**config.mk**
```make
export PLATFORM = sky130hd
export DESIGN_NAME = int8_conv_mac_requantize_unit
export DESIGN_NICKNAME = d
export VERILOG_FILES = /design/src/rtl/icmr_pkg.sv /design/src/rtl/icmr_front.sv /design/src/rtl/icmr_queue.sv /design/src/rtl/icmr_back.sv /design/src/rtl/int8_conv_mac_requantize_unit.sv
export SDC_FILE = /design/constraint.sdc
export NUM_CORES = 2
export LEC_CHECK = 0
export BUFFER_PORTS_ARGS = -buffer_cell sky130_fd_sc_hd__buf_2
export CORE_UTILIZATION = 35
export CTS_CLUSTER_DIAMETER = 150
export DETAILED_ROUTE_END_ITERATION = 8
export GPL_TIMING_DRIVEN = 1
export PLACE_DENSITY_LB_ADDON = 0.08
export SYNTH_ARGS = -nofsm -noshare
export SYNTH_HDL_FRONTEND = slang
export SYNTH_SLANG_ARGS = --single-unit
export TNS_END_PERCENT = 5
```
**constraint.sdc**
```tcl
create_clock -name i_clk -period 10.5 [get_ports i_clk]
set_input_delay 1.05 -clock i_clk [delete_from_list [all_inputs] [get_ports i_clk]]
set_output_delay 1.05 -clock i_clk [all_outputs]
set_load 0.05 [all_outputs]
```
**src/rtl/icmr_pkg.sv**
```systemverilog
package icmr_pkg;

    localparam int LANES   = 4;
    localparam int DATA_W  = 8;
    localparam int LPROD_W = 2 * DATA_W;
    localparam int ACC_W   = 32;
    localparam int COEF_W  = 16;
    localparam int PROD_W  = ACC_W + COEF_W;

    localparam int QM_SHIFT    = 15;
    localparam int RELU_POS_SH = 14;
    localparam int RELU_NEG_SH = 17;

    localparam int QDEPTH = 4;
    localparam int QPTR_W = $clog2(QDEPTH);
    localparam int QCNT_W = $clog2(QDEPTH + 1);

    localparam int CFG_IDX_W = 2;
    localparam int CFG_DAT_W = COEF_W;

    localparam logic [CFG_IDX_W-1:0] CFG_M0         = CFG_IDX_W'(0);
    localparam logic [CFG_IDX_W-1:0] CFG_RELU_SCALE = CFG_IDX_W'(1);
    localparam logic [CFG_IDX_W-1:0] CFG_ACT_EN     = CFG_IDX_W'(2);

    localparam logic signed [COEF_W-1:0] M0_RESET   = COEF_W'(16384);
    localparam logic signed [COEF_W-1:0] RELU_RESET = COEF_W'(16384);

    typedef logic signed [DATA_W-1:0] t_lane;

    typedef struct packed {
        logic signed [ACC_W-1:0] acc;
        logic signed [ACC_W-1:0] bias;
    } t_mac_req;

    typedef struct packed {
        logic signed [COEF_W-1:0] m0;
        logic signed [COEF_W-1:0] relu_scale;
        logic                     act_en;
    } t_cfg;

endpackage

```
**src/rtl/icmr_front.sv**
```systemverilog
module icmr_front
    import icmr_pkg::*;
(
    input  logic                    i_clk,
    input  logic                    i_rst_n,
    input  logic                    i_accept,
    input  t_lane                   i_act [LANES],
    input  t_lane                   i_wt  [LANES],
    input  logic signed [ACC_W-1:0] i_bias,
    input  logic                    i_first,
    input  logic                    i_last,
    output logic                    o_wr,
    output t_mac_req                o_req
);

    logic [ACC_W-1:0] r_acc;
    logic [ACC_W-1:0] n_acc;

    always_comb begin
        logic signed [LPROD_W-1:0] prod;
        n_acc = i_first ? '0 : r_acc;
        for (int i = 0; i < LANES; i++) begin
            prod  = i_act[i] * i_wt[i];
            n_acc = n_acc + {{(ACC_W - LPROD_W){prod[LPROD_W-1]}}, prod};
        end
    end

    always_ff @(posedge i_clk) begin
        if (!i_rst_n) begin
            r_acc <= '0;
        end else if (i_accept) begin
            r_acc <= n_acc;
        end
    end

    // only last requests go on to requantization
    assign o_wr       = i_accept && i_last;
    assign o_req.acc  = n_acc;
    assign o_req.bias = i_bias;

endmodule

```
**src/rtl/icmr_queue.sv**
```systemverilog
module icmr_queue
    import icmr_pkg::*;
(
    input  logic     i_clk,
    input  logic     i_rst_n,
    input  logic     i_wr,
    input  t_mac_req i_data,
    input  logic     i_rd,
    output logic     o_valid,
    output logic     o_full,
    output t_mac_req o_data
);

    t_mac_req          r_mem [QDEPTH];
    logic [QPTR_W-1:0] r_wr_ptr;
    logic [QPTR_W-1:0] r_rd_ptr;
    logic [QCNT_W-1:0] r_count;

    function automatic logic [QPTR_W-1:0] ptr_inc(input logic [QPTR_W-1:0] p);
        return (p == QPTR_W'(QDEPTH - 1)) ? '0 : p + 1'b1;
    endfunction

    always_ff @(posedge i_clk) begin
        if (i_wr) begin
            r_mem[r_wr_ptr] <= i_data;
        end
    end

    always_ff @(posedge i_clk) begin
        if (!i_rst_n) begin
            r_wr_ptr <= '0;
            r_rd_ptr <= '0;
            r_count  <= '0;
        end else begin
            if (i_wr) begin
                r_wr_ptr <= ptr_inc(r_wr_ptr);
            end
            if (i_rd) begin
                r_rd_ptr <= ptr_inc(r_rd_ptr);
            end
            if (i_wr && !i_rd) begin
                r_count <= r_count + 1'b1;
            end else if (!i_wr && i_rd) begin
                r_count <= r_count - 1'b1;
            end
        end
    end

    assign o_valid = (r_count != '0);
    assign o_full  = (r_count == QCNT_W'(QDEPTH));
    assign o_data  = r_mem[r_rd_ptr];

`ifndef SYNTHESIS
    a_count_bound: assert property (@(posedge i_clk) disable iff (!i_rst_n)
        r_count <= QCNT_W'(QDEPTH))
        else $error("queue count beyond depth");

    a_no_overflow: assert property (@(posedge i_clk) disable iff (!i_rst_n)
        i_wr |-> !o_full)
        else $error("queue written while full");

    a_count_step: assert property (@(posedge i_clk) disable iff (!i_rst_n)
        (i_wr && !i_rd) |=> (r_count == $past(r_count) + 1'b1))
        else $error("queue count did not follow a write");
`endif

endmodule

```
**src/rtl/icmr_back.sv**
```systemverilog
module icmr_back
    import icmr_pkg::*;
(
    input  logic               i_clk,
    input  logic               i_rst_n,
    input  t_cfg               i_cfg,
    input  logic               i_valid,
    input  t_mac_req           i_req,
    output logic               o_rd,
    input  logic               i_pop,
    output logic               o_empty,
    output logic signed [DATA_W-1:0] o_result
);

    logic r_v1, r_v2, r_v3, r_vo;
    logic rdy1, rdy2, rdy3, rdy4;

    logic signed [ACC_W-1:0]  r_sum;
    logic signed [PROD_W-1:0] r_prod1;
    logic signed [PROD_W-1:0] r_prod2;
    logic                     r_neg;
    logic                     r_act;
    logic [DATA_W-1:0]        r_v1_lo;
    logic [DATA_W-1:0]        r_out;

    logic [ACC_W-1:0]         n_sum;
    logic signed [PROD_W-1:0] n_prod1;
    logic [ACC_W-1:0]         n_v1;
    logic signed [PROD_W-1:0] n_prod2;
    logic [DATA_W-1:0]        n_out;

    assign rdy4 = !r_vo || i_pop;
    assign rdy3 = !r_v3 || rdy4;
    assign rdy2 = !r_v2 || rdy3;
    assign rdy1 = !r_v1 || rdy2;
    assign o_rd = i_valid && rdy1;

    always_comb begin
        n_sum   = i_req.acc + i_req.bias;
        n_prod1 = $signed({{(PROD_W - ACC_W){r_sum[ACC_W-1]}}, r_sum})
                * $signed({{(PROD_W - COEF_W){i_cfg.m0[COEF_W-1]}}, i_cfg.m0});
        n_v1    = r_prod1[QM_SHIFT +: ACC_W];
        n_prod2 = $signed({{(PROD_W - ACC_W){n_v1[ACC_W-1]}}, n_v1})
                * $signed({{(PROD_W - COEF_W){i_cfg.relu_scale[COEF_W-1]}},
                           i_cfg.relu_scale});
        // leaky slope for negative values when act_en is set; otherwise the low byte passes through
        if (!r_act) begin
            n_out = r_v1_lo;
        end else if (r_neg) begin
            n_out = r_prod2[RELU_NEG_SH +: DATA_W];
        end else begin
            n_out = r_prod2[RELU_POS_SH +: DATA_W];
        end
    end

    always_ff @(posedge i_clk) begin
        if (!i_rst_n) begin
            r_v1 <= 1'b0;
            r_v2 <= 1'b0;
            r_v3 <= 1'b0;
            r_vo <= 1'b0;
        end else begin
            if (rdy1) r_v1 <= i_valid;
            if (rdy2) r_v2 <= r_v1;
            if (rdy3) r_v3 <= r_v2;
            if (rdy4) r_vo <= r_v3;
        end
    end

    always_ff @(posedge i_clk) begin
        if (rdy1) begin
            r_sum <= n_sum;
        end
        if (rdy2) begin
            r_prod1 <= n_prod1;
        end
        if (rdy3) begin
            r_prod2 <= n_prod2;
            r_neg   <= n_v1[ACC_W-1];
            r_act   <= i_cfg.act_en;
            r_v1_lo <= n_v1[DATA_W-1:0];
        end
        if (rdy4) begin
            r_out <= n_out;
        end
    end

    assign o_empty  = !r_vo;
    assign o_result = r_out;

`ifndef SYNTHESIS
    a_rd_valid: assert property (@(posedge i_clk) disable iff (!i_rst_n)
        o_rd |-> i_valid)
        else $error("queue read without a waiting request");
`endif

endmodule

```
**src/rtl/int8_conv_mac_requantize_unit.sv**
```systemverilog
// channel   direction  handshake        payload
// input     in         push / full      act_0..3, wt_0..3, bias_value, first, last
// result    out        pop / empty      result_value
// config    in         i_cfg_we         i_cfg_index, i_cfg_data
//
// one request accepted per cycle unless full; the mac front updates the
// accumulator at accept; a last request reaches the result register through a
// 4-entry queue and the add, m0 multiply and scale multiply stages
// reset is synchronous active low and clears accumulator, queue and stage valids
// a stalled result holds the back stages; full rises when the queue fills
module int8_conv_mac_requantize_unit
    import icmr_pkg::*;
(
    input  logic                     i_clk,
    input  logic                     i_rst_n,
    input  logic                     push,
    output logic                     full,
    input  logic signed [DATA_W-1:0] i_act_0,
    input  logic signed [DATA_W-1:0] i_act_1,
    input  logic signed [DATA_W-1:0] i_act_2,
    input  logic signed [DATA_W-1:0] i_act_3,
    input  logic signed [DATA_W-1:0] i_wt_0,
    input  logic signed [DATA_W-1:0] i_wt_1,
    input  logic signed [DATA_W-1:0] i_wt_2,
    input  logic signed [DATA_W-1:0] i_wt_3,
    input  logic signed [ACC_W-1:0]  i_bias_value,
    input  logic                     i_first,
    input  logic                     i_last,
    output logic                     empty,
    input  logic                     pop,
    output logic signed [DATA_W-1:0] o_result_value,
    input  logic                     i_cfg_we,
    input  logic [CFG_IDX_W-1:0]     i_cfg_index,
    input  logic [CFG_DAT_W-1:0]     i_cfg_data
);

    t_cfg     r_cfg;
    t_lane    act [LANES];
    t_lane    wt  [LANES];
    logic     accept;
    logic     q_wr;
    logic     q_rd;
    logic     q_valid;
    t_mac_req q_in;
    t_mac_req q_out;

    always_ff @(posedge i_clk) begin
        if (!i_rst_n) begin
            r_cfg.m0         <= M0_RESET;
            r_cfg.relu_scale <= RELU_RESET;
            r_cfg.act_en     <= 1'b0;
        end else if (i_cfg_we) begin
            unique case (i_cfg_index)
                CFG_M0:         r_cfg.m0         <= i_cfg_data;
                CFG_RELU_SCALE: r_cfg.relu_scale <= i_cfg_data;
                CFG_ACT_EN:     r_cfg.act_en     <= i_cfg_data[0];
                default: ;
            endcase
        end
    end

    assign act[0] = i_act_0;
    assign act[1] = i_act_1;
    assign act[2] = i_act_2;
    assign act[3] = i_act_3;
    assign wt[0]  = i_wt_0;
    assign wt[1]  = i_wt_1;
    assign wt[2]  = i_wt_2;
    assign wt[3]  = i_wt_3;

    assign accept = push && !full;

    icmr_front u_front (
        .i_clk    (i_clk),
        .i_rst_n  (i_rst_n),
        .i_accept (accept),
        .i_act    (act),
        .i_wt     (wt),
        .i_bias   (i_bias_value),
        .i_first  (i_first),
        .i_last   (i_last),
        .o_wr     (q_wr),
        .o_req    (q_in)
    );

    icmr_queue u_queue (
        .i_clk   (i_clk),
        .i_rst_n (i_rst_n),
        .i_wr    (q_wr),
        .i_data  (q_in),
        .i_rd    (q_rd),
        .o_valid (q_valid),
        .o_full  (full),
        .o_data  (q_out)
    );

    icmr_back u_back (
        .i_clk    (i_clk),
        .i_rst_n  (i_rst_n),
        .i_cfg    (r_cfg),
        .i_valid  (q_valid),
        .i_req    (q_out),
        .o_rd     (q_rd),
        .i_pop    (pop),
        .o_empty  (empty),
        .o_result (o_result_value)
    );

endmodule
```
==> qor.yml <==
ys_warn_count: 0
final_common_cell: "inv_1"
crit_path_end_kind: "register"
die_w_microns: 396
grt_max_degree: 56
async_flop_share: 0
yosys.area_share.adder: 0.446
hold_class: "register to register"
grt.overflow.total: 0
rsz0062_at_grt: "false"
report.final.slew_viol_count: 0
cts_tree: "built"
fin_crit_sh: 0.855
fin_worst_skew_ns: 0.0418
violations: "design-rule violations"
synth-main-ff-cell: "edfxtp_1"
drt_iter0_drc: 1480
core_sq_um: 154000
die_y_microns: 396
synth_xor_area_frac: 0.0315
synth_edf_count: 343
whs_path_depth: 0
cts_setup_buffers: 0
grt_pass1_vias: 38400
cts_max_level: 2
cts.sinks: 421
nNetsFinal: 6827
grtUsageTotal: 0.187
ff2ff_path_depth: 23
globalplace.congestion: 0.827
crit_start: "i_wt_1[2]"
syn_area_per_cell_sq_um: 10.3
status: "finished with violations"
fin_setup_tns_ns: 0
clk_latency_ns: 0.66
critPathArrivalTime_ns: 9.54
path_class: "input pin to register"
drive_gt1_frac: 0.0645
viasPerCell: 4.72
start_kind: "input pin"
syn_area_sq_um: 54500
dieArea_sq_um: 157000
detail_route.wl_per_cell_microns: 19.0
slowest_delay_ns: 0.71
hold_viol: 0
via_count: 35100
syn_nets: 6770
drc_errors: 8
synth_seq_cells: 421
cp_common_cell: "fa_1"
yosysUniqueCellTypes: 73
r2r_end: "u_back.r_prod1[36]"
yosys.area_share.simple: 0.134
numCtsBuffers: 51
final_cell_mix: "inv_1 (1,181), fa_1 (983), nand2_1 (731)"
synthCells: 5296
synth_seq_area_share: 0.218
min_period_ns: 8.97
clkTransAtPathRegs_ns: 0.06
crit_required_ns: 11.07
crit_slowest_cell: "fa_1"
setup_viol: 0
cp-endpoint: "u_front.r_acc[31]"
portBuffers: 130
rrSetupSlack_ns: 2.93
grt_pass1_wl_microns: 226000
area_delta_synth_final_pct: 8.40
cts.repair.resized: 0
clock_path_buffers: 3
clock.fmax_ghz: 0.111
synth-compound-area-share: 0.0462
reg2reg_from: "r_cfg[25]"
worst_pin_slew_ns: 1.10
crit_fanout: 15
cap_violations: 0
synth_top_family_by_area: "adder cells"
dr.pass1.iters: 9
antenna_found_initial: 0
rows: 144
synthMuxAreaShare: 0.0304
cts_hold_buf: 0
root_buffer: "clkbuf_16"
dp_hpwl_microns: 109000
num_io_pins: 131
ant_nets: 0
slew_headroom: 0.265
initial_core_util: 0.353
wirelength_microns: 141000
-- final cells by class --
cell class,instances,area [sq um]
Timing Repair Buffer,177,1000
Multi-Input combinational cell,3520,37600
Antenna cell,1,2.50
Sequential cell,421,11900
Inverter,1182,4440
Clock inverter,32,299
Tap cell,2044,2560
Fill cell,15600,95200
Clock buffer,60,1310
-- state kept, by name, indices dropped and copies added (netlist names), 3 cells and up, named ones only --
name / count
u_back.o_result: 8
u_queue.r_count: 3
u_back.r_sum: 32
u_front.r_acc: 32
u_back.r_v1_lo: 8
r_cfg: 33
u_back.r_prod1: 26
u_queue.r_mem: 256
u_back.r_prod2: 11
-- Yosys cell counts, types with 14 or more instances --
master,count,area (sq um)
inv_1,1181,4430
fa_1,983,19700
nand2_1,731,2740
and2_1,412,2580
ha_1,370,4630
edfxtp_1,343,10300
xnor2_1,165,1450
clkbuf_1,164,616
a21oi_1,107,536
nor2_1,104,390
nand2b_1,88,551
dfxtp_1,78,1560
mux4_2,63,1420
nor2b_1,54,338
a21boi_0,52,390
o21ai_0,51,255
a21o_1,41,308
xor2_1,31,272
nor3_1,29,145
nand3_1,28,140
o21a_1,28,210
and3_1,19,119
o21bai_1,18,135
mux2i_1,17,170
nand4_1,14,87.6
-- layer usage --
metal	GRT usage	share of wire
met5	0	0
met4	0.0375	0.019
met3	0.0157	0.025
met2	0.329	0.50
met1	0.250	0.45
-- cells by family (layout without fill, tap and decap cells) --
family | Yosys count | count (layout)
mux | 86 | 86
simple gates | 1509 | 1509
other cells | 0 | 1
flops | 421 | 421
buf+inv | 1355 | 1451
compound gates | 376 | 376
xor+xnor | 196 | 196
fa+ha+maj | 1353 | 1353
-- worst max-delay path: cells and delay by family --
family,cells,cell delay (ns)
fa+ha+maj,9,4.25
simple gates,5,0.92
compound gates,10,1.82
xor+xnor,2,0.64
buf+inv,8,0.82
-- how the worst min path moves through the flow --
stage	start	to	slack, ns
2_1_floorplan	u_back.r_prod1[46]	u_back.r_neg	0.40
5_1_grt	r_cfg[0]	u_back.r_act	0.44
4_1_cts	r_cfg[0]	u_back.r_act	0.44
3_3_place_gp	r_cfg[0]	u_back.r_act	0.42
6_report	r_cfg[0]	u_back.r_act	0.43
3_5_place_dp	r_cfg[0]	u_back.r_act	0.42
-- stage by stage --
| step | util | hold WS (ns) | area (sq um) | cells | worst slack (ns) |
|---|---|---|---|---|---|
| 2_1_floorplan | - | 0.400 | 54500 | 5296 | 1.48 |
| 3_3_place_gp | 0.372 | 0.421 | 57400 | 7344 | 0.824 |
| 3_5_place_dp | 0.372 | 0.421 | 57400 | 7344 | 0.761 |
| 4_1_cts | 0.383 | 0.436 | 59000 | 7436 | 1.43 |
| 5_1_grt | 0.383 | 0.442 | 59000 | 7436 | 0.830 |
| 6_report | 0.383 | 0.434 | 59000 | 7437 | 1.53 |
Power is not shown: default switching activity piles up to over one toggle a cycle in this logic, so the estimate is an artifact.
